==> src/rtl/core/gltc_ram.sv <==
// ----------------------------------------------------------------------------
// gltc_ram
// Generic single-write, single-read memory with registered read data.
// ----------------------------------------------------------------------------
module gltc_ram #(
  parameter int WIDTH = 8,
  parameter int DEPTH = 256
) (
  input  logic                     clk,
  input  logic                     wr_en,
  input  logic [$clog2(DEPTH)-1:0] wr_addr,
  input  logic [WIDTH-1:0]         wr_data,
  input  logic                     rd_en,
  input  logic [$clog2(DEPTH)-1:0] rd_addr,
  output logic [WIDTH-1:0]         rd_data
);

  logic [WIDTH-1:0] mem [DEPTH];
  logic [WIDTH-1:0] rd_data_r;

  // Write port
  always_ff @(posedge clk) begin
    if (wr_en) begin
      mem[wr_addr] <= wr_data;
    end
  end

  // Registered read, held while not enabled
  always_ff @(posedge clk) begin
    if (rd_en) begin
      rd_data_r <= mem[rd_addr];
    end
  end

  assign rd_data = rd_data_r;

endmodule

==> config.mk <==
export PLATFORM = sky130hd
export DESIGN_NAME = gltc_ram
export DESIGN_NICKNAME = d
export VERILOG_FILES = /design/src/rtl/core/gltc_ram.sv
export SDC_FILE = /design/constraint.sdc
export NUM_CORES = 2
export LEC_CHECK = 0
export BUFFER_PORTS_ARGS = -buffer_cell sky130_fd_sc_hd__buf_4
export CAP_MARGIN = 20
export CORE_UTILIZATION = 30
export DETAILED_ROUTE_END_ITERATION = 8
export PLACE_DENSITY = 0.47
export SLEW_MARGIN = 5
export SYNTH_ARGS = -nofsm -noshare
export SYNTH_HDL_FRONTEND = slang
export SYNTH_SLANG_ARGS = --single-unit
==> constraint.sdc <==
create_clock -name clk -period 3.25 [get_ports clk]
set_input_delay 0.65 -clock clk [delete_from_list [all_inputs] [get_ports clk]]
set_output_delay 0.65 -clock clk [all_outputs]
set_load 0.02 [all_outputs]
==> metrics.cfg <==
[global_route]
grt_max_degree = 104
globalRouteMet3Util = 0.0320
gr-total-overflow = 0
grt_pass1_vias = 41400
track_usage = 0.169
grt_first_pass_wirelength_um = 319000
grt_antenna_before_repair = 16
grt.met2_usage = 0.265
use_met1 = 0.237
global_route.peak_usage_layer = met2

[synth]
postSynth.topFlopCell = sky130_fd_sc_hd__edfxtp_1
synthesis.yosys.warnings = 0
synth_sequential_area_ratio = 0.775
synth.lib_cells_used.distinct = 54
synth_async_sr_flop_share = 0
mappedNetlistNets = 3760
synth_edf_count = 2056
post-synth-top-area-cell = sky130_fd_sc_hd__edfxtp_1
netlist.area_leader.share = 0.775
synth_area_per_cell_sq_um = 21.3
postSynthRegisterBits = 2056
post_synth_inst_count = 3733
synth_area_leaders = sky130_fd_sc_hd__edfxtp_1 78%, sky130_fd_sc_hd__mux4_2 13%, sky130_fd_sc_hd__mux2i_1 1.7%
syn-cell-area_sq_um = 79600

[final_layout]
finalNonFillerCells = 8094
footprint_of_the_multi_input_gates_sq_um = 16500
nNetsFinal = 4433
final_layout_size_suffix_gt1_frac = 0.317
layout-area-overhead-vs-synth_pct = 20.0
fillerInstances = 24300
seqCellArea_sq_um = 61700
final_design_area_no_fill_sq_um = 95600

[worst_setup_path]
critical_path.most_common_cell = sky130_fd_sc_hd__buf_4
critical_path_class = input pin to flip-flop
worst_setup_start_kind = input pin
crit_start = rd_addr[0]
reg2reg_depth = 6
timing.critical_path.cells = buf_8 > buf_12 > buf_4 > mux4_2 > o21ai_0 > buf_4 > a2111oi_2 > nor3_1 > nor4_1
largest_stage_delay_on_the_critical_path_ns = 0.73
worst-endpoint-arrival_ns = 3.72
cp_num_cells = 9
worst_path_required_time_ns = 3.81
critical_path_buf_inv_count = 4
critPathMaxFanout = 14
critical_path.reg2reg.endpoint = rd_data[7]
worstSetupEndpoint = rd_data[7]
cp-end-kind = flip-flop
cpLargestDelayFamily = buffers and inverters
cp_slowest_cell = sky130_fd_sc_hd__o21ai_0
reg2reg_from = mem[170][7]
reg2reg_setup_slack_ns = 0.27

[clock_tree]
cts_buf_count = 216
ctsHoldBuffers = 0
tritoncts_clock_tree = built
post-cts-setup-buffer-count = 0
cts_resized = 0
clk_pin_slew_worst_paths_ns = 0.06
cts_num_sinks = 2056
clk_latency_ns = 0.85
cts.root.buffer_cell = sky130_fd_sc_hd__clkbuf_16
htree_num_levels = 4
cts_buffer_depth = 3

[sta]
min_period_over_period = 0.972
timing.setup.tns_ns = 0
final-hold-violation-count = 0
skew_ns = 0.0561
final.setup.worst_slack_ns = 0.0925
final_max_slew_viol_count = 0
finalWorstPathRequiredPeriod_ns = 3.16
max_freq_mhz = 317
max_slew.worst_pin.slew_ns = 1.03
slew_headroom = 0.314
fin_hold_ws_ns = 0.101
unrepaired_setup_endpoints_after_global_routing = no
report.final.setup_viol = 0

[placement]
io_buffer_count = 34
cells_after_dpl = 7703
pre_cts_setup_slack_ns = -0.732
detailedPlacementHpwl_um = 147000
gpl.final_weighted_congestion = 0.807
instance_area_after_placement_sq_um = 88900

[floorplan]
rows = 188
core_area_sq_um = 263000
dieWidth_um = 517
fp.dieArea_sq_um = 268000
die_y_um = 517
floorplan.io_pins = 35
floorplan.initialDensity = 0.303

[route]
first_pass_iters = 5
totalWireLength_um = 226000
vias_per_cell = 4.99
route.detailed.drc = 0
number_of_drc_violations_after_detailed_routing_iteration_0 = 4064
dr_total_vias = 40400
detail_route.wl_per_cell_um = 27.9
drtAntennaViolNets = 0

[worst_hold_path]
worst_hold_startpoint = wr_data[0]
hp-class = input pin to flip-flop

[power]
power.density_cell_area_nw_per_um2 = 585
worst_ir_drop_on_vdd_v = 0.000417
static-leakage-power_nw = 30.3

[outcome]
status = complete, no violations

[flow_run]
maxCapViolations = 0

## worst register-to-register path, cell delays in order (launching register included)
cell                        delay [ns]
sky130_fd_sc_hd__edfxtp_1         0.36
sky130_fd_sc_hd__mux4_2           0.47
sky130_fd_sc_hd__o21ai_0          0.73
sky130_fd_sc_hd__buf_4            0.24
sky130_fd_sc_hd__a2111oi_2        0.06
sky130_fd_sc_hd__nor3_1           0.70
sky130_fd_sc_hd__nor4_1           0.14
## area by class of cell
| cell class | instances | share of cell area |
|---|---|---|
| Timing Repair Buffer | 688 | 0.0654 |
| Sequential cell | 2056 | 0.646 |
| Clock inverter | 115 | 0.0104 |
| Tap cell | 3515 | 0.0460 |
| Multi-Input combinational cell | 1442 | 0.173 |
| Clock buffer | 273 | 0.0588 |
| Antenna cell | 3 | 0.0000786 |
| Inverter | 2 | 0.0000786 |
## routing by layer
layer | share of wire | wire length, um | up-vias
met3 | 0.063 | 14200 | 284
met1 | 0.44 | 99600 | 21700
met4 | 0.027 | 6050 | 0
met2 | 0.47 | 106000 | 1287
li1 | - | - | 17100
met5 | 0 | 0 | -
## cell families (layout without fill, tap and decap cells)
kind of cell | count (synthesis) | in the layout | synth area share
flops | 2056 | 2056 | 0.775
mux | 591 | 591 | 0.146
simple gates | 466 | 466 | 0.0263
compound gates | 385 | 385 | 0.0342
buf+inv | 235 | 1078 | 0.0183
other cells | 0 | 3 | 0
## registers in the layout (all words and copies together), names as in the netlist
signal / cells
mem: 2048
rd_data: 8
## where the power goes
group          internal (W)  leakage (nW)  switching (W)
Combinational       0.00125          8.63        0.00193
Sequential           0.0292          18.5      0.0000519
Clock                0.0132          3.21         0.0102
Total                0.0437          30.3         0.0122
## synthesized netlist by cell type (24+ instances only)
cell type                  instances
sky130_fd_sc_hd__nand2_1          33
sky130_fd_sc_hd__a22oi_1         133
sky130_fd_sc_hd__nor2_1          282
sky130_fd_sc_hd__buf_4            27
sky130_fd_sc_hd__buf_2            31
sky130_fd_sc_hd__nor4_1           24
sky130_fd_sc_hd__o221ai_1         46
sky130_fd_sc_hd__clkbuf_1        111
sky130_fd_sc_hd__o22ai_1          28
sky130_fd_sc_hd__mux2i_1         134
sky130_fd_sc_hd__a21oi_1          96
sky130_fd_sc_hd__mux4_2          454
sky130_fd_sc_hd__nor2b_1          31
sky130_fd_sc_hd__nand3_1          34
sky130_fd_sc_hd__edfxtp_1       2056
## through the flow
stage           util  total power (W)
2_1_floorplan      -           0.0313
3_3_place_gp   0.338           0.0331
3_5_place_dp   0.338           0.0331
4_1_cts        0.363           0.0565
5_1_grt        0.363           0.0576
6_report       0.363           0.0559
## cell usage in the layout, fill, tap and decap left out, types with 26 or more instances in the layout
cell type,n
sky130_fd_sc_hd__o221ai_1,46
sky130_fd_sc_hd__clkinv_1,55
sky130_fd_sc_hd__a22oi_1,133
sky130_fd_sc_hd__mux2i_1,134
sky130_fd_sc_hd__clkbuf_16,216
sky130_fd_sc_hd__clkbuf_1,57
sky130_fd_sc_hd__nand3_1,26
sky130_fd_sc_hd__buf_4,597
sky130_fd_sc_hd__clkinv_2,31
sky130_fd_sc_hd__o22ai_1,28
sky130_fd_sc_hd__nand2_1,33
sky130_fd_sc_hd__nor2b_1,28
sky130_fd_sc_hd__nor2_1,279
sky130_fd_sc_hd__mux4_2,454
sky130_fd_sc_hd__edfxtp_1,2056
sky130_fd_sc_hd__a21oi_1,96
sky130_fd_sc_hd__buf_12,81
## worst min-delay path by stage
stage,endpoint,slack [ns],cells past startpoint
after floorplan,mem[0][0],0.75,0
after global placement,mem[168][0],0.96,1
after detailed placement,mem[169][0],0.96,1
after CTS,mem[206][0],0.04,1
after global routing,mem[206][0],0.06,1
final,mem[206][0],0.10,1
Power figures use the tool's default switching activity.
