$ cat src/rtl/core/gltc_pkg.sv
// ----------------------------------------------------------------------------
// gltc_pkg
// Shared sizes, register codes and types of the gray Laplace threshold
// counter: frame limits, field widths, window cell control and pixel flags.
// ----------------------------------------------------------------------------
package gltc_pkg;

  // Frame limits and the counter widths that follow from them
  localparam int MAX_WIDTH  = 2048;
  localparam int MAX_HEIGHT = 4096;
  localparam int COL_W      = $clog2(MAX_WIDTH);
  localparam int ROW_W      = $clog2(MAX_HEIGHT);

  // Configuration register widths
  localparam int WIDTH_CFG_W  = 12;
  localparam int HEIGHT_CFG_W = 13;
  localparam int KERNEL_W     = 36;
  localparam int THR_W        = 16;
  localparam int OBJ_W        = 24;
  localparam int CFG_DATA_W   = 36;
  localparam int CFG_IDX_W    = 3;

  // Datapath widths
  localparam int GRAY_W  = 8;
  localparam int COEF_W  = 4;
  localparam int PSUM_W  = 15;
  localparam int EDGE_W  = 16;
  localparam int CNT_W   = 24;
  localparam int TAPS    = 3;
  localparam int RAM_W   = 2 * GRAY_W;

  // Gray conversion weights, Q8
  localparam logic [7:0] W_RED   = 8'd77;
  localparam logic [7:0] W_GREEN = 8'd151;
  localparam logic [7:0] W_BLUE  = 8'd28;

  // Register reset values
  localparam logic [WIDTH_CFG_W-1:0]  RST_WIDTH  = 12'd640;
  localparam logic [HEIGHT_CFG_W-1:0] RST_HEIGHT = 13'd480;

  // Register indexes
  typedef enum logic [CFG_IDX_W-1:0] {
    REG_IMAGE_WIDTH      = 3'd0,
    REG_IMAGE_HEIGHT     = 3'd1,
    REG_KERNEL_COEFS     = 3'd2,
    REG_EDGE_THRESHOLD   = 3'd3,
    REG_OBJECT_THRESHOLD = 3'd4
  } cfg_reg_t;

  // One window column: index 0 top row, 2 newest row
  typedef logic [TAPS-1:0][GRAY_W-1:0] pix_col_t;
  // Coefficients of one window column, same row order
  typedef logic [TAPS-1:0][COEF_W-1:0] coef_col_t;
  typedef logic signed [PSUM_W-1:0]    psum_t;

  // Window cell strobes
  typedef struct packed {
    logic shift;
    logic sum_load;
  } cell_ctl_t;

  // Per-pixel position flags that travel with the beat
  typedef struct packed {
    logic interior;
    logic border;
    logic done;
  } pix_flags_t;

endpackage

$ cat src/rtl/core/gltc_cell.sv
// ----------------------------------------------------------------------------
// gltc_cell
// One column of the 3x3 window: holds three gray pixels, hands them to the
// next cell on each shift and forms the weighted column sum.
// ----------------------------------------------------------------------------
module gltc_cell (
  input  logic                  clk,
  input  gltc_pkg::cell_ctl_t   ctl,
  input  gltc_pkg::pix_col_t    col_in,
  input  gltc_pkg::coef_col_t   coefs,
  output gltc_pkg::pix_col_t    col_out,
  output gltc_pkg::psum_t       psum
);
  import gltc_pkg::*;

  pix_col_t col_r;
  psum_t    psum_r;
  psum_t    psum_nxt;
  psum_t    prod [TAPS];

  // Hold the column, advance on shift
  always_ff @(posedge clk) begin
    if (ctl.shift) begin
      col_r <= col_in;
    end
  end

  // Weight each pixel by its signed coefficient and add the column
  always_comb begin
    psum_nxt = '0;
    for (int f = 0; f < TAPS; f++) begin
      prod[f]  = $signed({{(PSUM_W-GRAY_W){1'b0}}, col_r[f]})
               * $signed({{(PSUM_W-COEF_W){coefs[f][COEF_W-1]}}, coefs[f]});
      psum_nxt = psum_nxt + prod[f];
    end
  end

  always_ff @(posedge clk) begin
    if (ctl.sum_load) begin
      psum_r <= psum_nxt;
    end
  end

  assign col_out = col_r;
  assign psum    = psum_r;

endmodule

$ cat config.mk
export PLATFORM = sky130hd
export DESIGN_NAME = gltc_cell
export DESIGN_NICKNAME = d
export VERILOG_FILES = /design/src/rtl/core/gltc_pkg.sv /design/src/rtl/core/gltc_cell.sv
export SDC_FILE = /design/constraint.sdc
export NUM_CORES = 1
export LEC_CHECK = 0
export BUFFER_PORTS_ARGS = -buffer_cell sky130_fd_sc_hd__clkbuf_2
export CORE_MARGIN = 5
export CORE_UTILIZATION = 35
export DETAILED_ROUTE_END_ITERATION = 10
export SYNTH_ARGS = -nofsm -noshare
export SYNTH_HDL_FRONTEND = slang
export SYNTH_SLANG_ARGS = --single-unit
$ cat constraint.sdc
create_clock -name clk -period 6.6 [get_ports clk]
set_clock_uncertainty 0.2 [all_clocks]
set_input_delay 1.32 -clock clk [delete_from_list [all_inputs] [get_ports clk]]
set_output_delay 1.32 -clock clk [all_outputs]
set_load 0.05 [all_outputs]
==> results.md, run 1 <==
* DR vias at 3069
* Worst-skew pair later-pin latency at 0.29 ns
* Pre-CTS WS at -0.0135 ns
* RSZ-0062 raised after global routing: no
* Top cells by count, synth: inv_1 (89), fa_1 (81), ha_1 (51)
* Largest fanout on the critical path at 8
* Area of the core at 13100 um2
* Area of the mapped netlist at 4610 um2
* Share of layout cells above drive strength 1 at 0.194
* Outcome: completed
* Antenna violations before repair at 0
* # rows at 42
* Internal power at 1630 uW
* Post-route ant nets at 0
* Number of H-tree levels at 2
* Crit path required time at 6.44 ns
* Combinational Power Share at 0.760
* Total wire length at 9.87 mm
* Final hold vios at 0
* Die height at 125 um
* Initial DRC Count at 104
* Vias per cell at 4.53
* Min-Delay Path Class: flip-flop to flip-flop
* Crit. End Element: flip-flop
* NetSw at 1470 uW
* Port-buffer cells at 77
* Post-synth EDFFs at 39
* CTS root buf: clkbuf_16
* Number of setup violations in the final report at 0
* Core Util, Final at 0.415
* Worst-Margin Slew at 0.739 ns
* Multi-input logic area at 3100 um2
* Seq pwr share at 0.161
* Register Area at 1170 um2
* Pin count of the biggest net entering global routing at 25
* Max-cap viol count at 0
* First-pass DRT Iterations at 4
* Die Width at 125 um
* CP startpoint kind: primary input
* PwrDens at 571 nW/um2
* Syn nets at 579
* Final HPWL DP at 8.63 mm
* Hold buffer count at CTS at 0
* Clock tree sinks at 39
* Final nets at 671
* Yosys warning total at 0
* Clock Pin Slew Worst Setup and Hold Paths at 0.06 ns
* Leakage at 0.00266 uW
* # DRC at 0
* Switching share of power at 0.474
* Critical Path Source: coefs[0]
* Initial core utilization at 0.353
* Syn Area/Cell at 11.3 um2
* Vias in the first global route at 3425
* Gr usage total at 0.135
* Ports at 78
* Global-route wire length before repair at 16.7 mm
* Setup CP Type: primary input to flip-flop
* Area Growth Syn to Fin at 17.6%
* Cell taking the most area after synthesis: fa_1
* Worst vdd ir at 390 uV
* Crit path DAT at 6.14 ns
* Max clock buf depth at 2
* Synth cell types at 31
* Total grt overflow at 0
* Filler cells at 1287
* RD Place Congestion at 0.828
* PnR worst setup slack at 0.306 ns
* Reg2Reg Setup Slack at 1.00 ns
* # resized after CTS at 0
* CTS tree: built
* Synth Register Bits at 39
* Share of total power in the clock network at 0.078
* Final Max Slew Viols at 0
* # Post-CTS Setup Buffers at 0
* Fin crit period at 6.29 ns
* Top-count cell post-synth: inv_1
* Relative slew slack at 0.507
* Die area at 15600 um2
* Share of the synthesized area in the top cell type at 0.351
* Drt wl/cell at 14.6 um
* Number of diodes at 0
* Top_reg_cell synth: edfxtp_1
* CTS buffer count at 5
* Post-Syn Instances at 408
* Final hold slack at 0.766 ns
* Achievable Freq at 0.159 GHz
* Tcrit/Tclk final at 0.954
* Min-delay src: col_out[16]
* Ranking of synthesized cells by area: fa_1 (35%), edfxtp_1 (25%), ha_1 (14%), inv_1 (7.2%), and2_1 (5.3%)
* Post-synthesis sequential area ratio at 0.254
* FFs w/ async S/R, synth at 0
* Reg2reg start: col_out[3]
through the flow:
step	std cells	TNS, ns	area (um2)	total power (uW)
CTS	677	0	5430	3160
global route	677	0	5430	3460
finish	677	0	5430	3100
floorplan	408	0	4610	2360
global placement	669	0	5280	2840
detailed placement	669	-0.0135	5280	2900
worst paths after layout:
path	to	cells past startpoint
max	psum[11]	20
min	psum[0]	3
max reg2reg	psum[11]	19
min reg2reg	psum[0]	3
cells in the final DEF (no fill, tap or decap), types with 2 or more instances in the layout:
master | netlist | layout
clkbuf_16 | 0 | 5
nand3_1 | 2 | 2
clkbuf_2 | 0 | 77
buf_4 | 0 | 9
nand2b_1 | 10 | 10
fa_1 | 81 | 81
clkinvlp_4 | 0 | 2
nor2b_1 | 4 | 4
ha_1 | 51 | 51
a31oi_1 | 3 | 3
nor2_1 | 15 | 15
edfxtp_1 | 39 | 39
nand2_1 | 36 | 36
a21o_1 | 4 | 4
o21ai_0 | 3 | 3
a21oi_1 | 4 | 4
xor2_1 | 5 | 5
xnor2_1 | 8 | 8
inv_1 | 89 | 89
and2_1 | 39 | 39
per-layer routing:
metal / vias to the layer above / GRT usage / share of wire / wire [um]
met1: 1539 / 0.174 / 0.43 / 4220
met3: 13 / 0.0296 / 0.051 / 502
met2: 69 / 0.226 / 0.50 / 4910
met5: - / 0 / 0 / 0
met4: 0 / 0.0466 / 0.024 / 238
li1: 1448 / - / - / -
cells by family after synthesis:
group,share of synthesized area
XOR/XNOR,0.0247
flip-flops,0.254
adder cells (fa/ha/maj),0.490
buffers and inverters,0.0743
multiplexers,0.00244
AND/OR/NAND/NOR,0.123
AO/OA/AOI/OAI,0.0323
state kept, by name, indices dropped and copies added (netlist names):
name	flops
psum	15
col_out	24
worst max-delay path: stages:
cell      delay [ns]
clkbuf_2        0.15
and2_1          0.21
fa_1            0.51
inv_1           0.05
fa_1            0.47
fa_1            0.52
inv_1           0.05
fa_1            0.47
ha_1            0.28
inv_1           0.05
fa_1            0.49
inv_1           0.04
ha_1            0.21
inv_1           0.08
fa_1            0.26
nor2b_4         0.06
o31a_1          0.24
or2_1           0.23
a221o_1         0.31
xor2_1          0.14
area by class of cell:
class	count	area share
inverters	90	0.0622
clock buffers	5	0.0231
well taps	176	0.0406
clock inverters	3	0.00369
multi-input cells	278	0.571
repair buffers	86	0.0834
flip-flops and latches	39	0.216
power groups by stage:
stage | clock network [uW] | registers [uW] | logic, uW
after floorplan | 0 | 706 | 1650
after global placement | 0 | 509 | 2340
after detailed placement | 0 | 507 | 2390
after CTS | 250 | 503 | 2410
after global routing | 259 | 510 | 2690
final | 242 | 500 | 2360
Power figures use the tool's default switching activity.
==> run 2, diff against run 1 <==
--- a/config.mk
+++ b/config.mk
@@ -6,7 +6,7 @@
 export NUM_CORES = 1
 export LEC_CHECK = 0
 export BUFFER_PORTS_ARGS = -buffer_cell sky130_fd_sc_hd__clkbuf_2
-export CORE_MARGIN = 5
+export CORE_MARGIN = 2
 export CORE_UTILIZATION = 35
 export DETAILED_ROUTE_END_ITERATION = 10
 export SYNTH_ARGS = -nofsm -noshare
==> run 2 against run 1 <==
  * Cell count down 0.74%
  * Global-route usage up 1.5 points
  * Setup slack worse by 0.028 ns
  * Highest routed layer unchanged
==> results.md, run 2 (synthesis results as in run 1) <==
* Outcome: completed
* Relative slew slack at 0.557
* Placed cell count at 664
* Gr usage total at 0.150
* Worst-skew pair later-pin latency at 0.30 ns
* Die Width at 119 um
* Crit. End Element: flip-flop
* Number of setup violations in the final report at 0
* Worst-Margin Slew at 0.664 ns
* Max clock buf depth at 2
* CTS buffer count at 5
* Final Max Slew Viols at 0
* Hold buffer count at CTS at 0
* Final HPWL DP at 8.36 mm
* Fin crit period at 6.32 ns
* Global-route wire length before repair at 16.4 mm
* Crit path DAT at 6.17 ns
* First-pass DRT Iterations at 4
* Final nets at 670
* Initial DRC Count at 113
* CP startpoint kind: primary input
* Finished Layout Cells at 672
* Vias per cell at 4.56
* Crit path required time at 6.45 ns
* Slowest CP cell: fa_1
* Largest fanout on the critical path at 8
* Tcrit/Tclk final at 0.958
* CP cell instances: clkbuf_2 > and2_1 > fa_1 > inv_1 > fa_1 > inv_1 > fa_1 > fa_1 > ha_1 > inv_1 > fa_1 > inv_1 > ha_1 > inv_1 > fa_1 > nor2b_4 > o31a_1 > or2_1 > a221o_1 > xor2_1
* Post-route ant nets at 0
* Final hold vios at 0
* Design Area, Final at 5440 um2
* Clock Pin Slew Worst Setup and Hold Paths at 0.07 ns
* Reg2Reg Setup Slack at 0.92 ns
* Setup CP Type: primary input to flip-flop
* Ports at 78
* Total wire length at 9.69 mm
* Initial core utilization at 0.363
* Commonest non-fill, non-tap cells in the layout: inv_1 (89), fa_1 (81), clkbuf_2 (77)
* Max-cap viol count at 0
* Die height at 119 um
* Die area at 14100 um2
* Min-Delay Path Class: flip-flop to flip-flop
* Most common library cell in the layout ignoring fill and taps: inv_1
* Area of the core at 12700 um2
* DR vias at 3065
* Top cell by count, worst path: fa_1
* CTS root buf: clkbuf_16
* Vias in the first global route at 3354
* Core Util, Final at 0.428
* CTS tree: built
* # rows at 41
* Area Growth Syn to Fin at 17.9%
* # resized after CTS at 0
* Total grt overflow at 0
* Max FFs per register at 24
* Port-buffer cells at 77
* Pin count of the biggest net entering global routing at 25
* RD Place Congestion at 0.841
* Largest stage delay on the critical path at 0.53 ns
* PwrDens at 580 nW/um2
* Area after DPL at 5270 um2
* Worst vdd ir at 407 uV
* Antenna violations before repair at 0
* Number of diodes at 0
* Drt wl/cell at 14.4 um
* Share of layout cells above drive strength 1 at 0.192
* Number of H-tree levels at 2
* # Post-CTS Setup Buffers at 0
* Clock tree sinks at 39
* Achievable Freq at 0.158 GHz
* # DRC at 0
* RSZ-0062 raised after global routing: no
* Leakage at 0.00267 uW
-- run 2: layer usage --
metal / vias up / GRT usage / share of wire
li1: 1450 / - / -
met1: 1550 / 0.190 / 0.42
met5: - / 0 / 0
met2: 52 / 0.259 / 0.52
met4: 0 / 0.0506 / 0.019
met3: 13 / 0.0292 / 0.045
-- run 2: worst paths after layout --
path,start,endpoint,cells after the start
min,col_out[16],psum[0],3
max,coefs[10],psum[11],20
max reg2reg,col_out[17],psum[11],19
min reg2reg,col_out[16],psum[0],3
-- run 2: final cells by class --
cell class | count | area [um2]
clock inverter | 3 | 43.8
timing repair buffer | 85 | 445
tap | 172 | 215
multi-input combinational | 278 | 3100
clock buffer | 5 | 125
sequential | 39 | 1170
fill | 1310 | 7280
inverter | 90 | 338
-- run 2: per-stage QoR --
stage | hold slack, ns | setup slack [ns] | total power (uW) | TNS (ns)
after global placement | 0.788 | 0.0622 | 2850 | 0
final | 0.775 | 0.277 | 3160 | 0
after floorplan | 0.913 | 0.310 | 2360 | 0
after CTS | 0.803 | 0.270 | 3210 | 0
after global routing | 0.853 | 0.0899 | 3470 | 0
after detailed placement | 0.785 | -0.0269 | 2900 | -0.0269
-- run 2: report_power, final --
| part | internal [uW] | switching, uW |
|---|---|---|
| Combinational | 1020 | 1340 |
| Clock | 178 | 110 |
| Sequential | 470 | 31.8 |
-- run 2: critical path: cells and delay by family --
family | cells | cell delay, ns
adders and majority gates | 8 | 3.24
and+or+nand+nor | 3 | 0.49
xor gates and xnor gates | 1 | 0.14
buffers and inverters | 6 | 0.42
AOI/OAI and AO/OA | 2 | 0.55
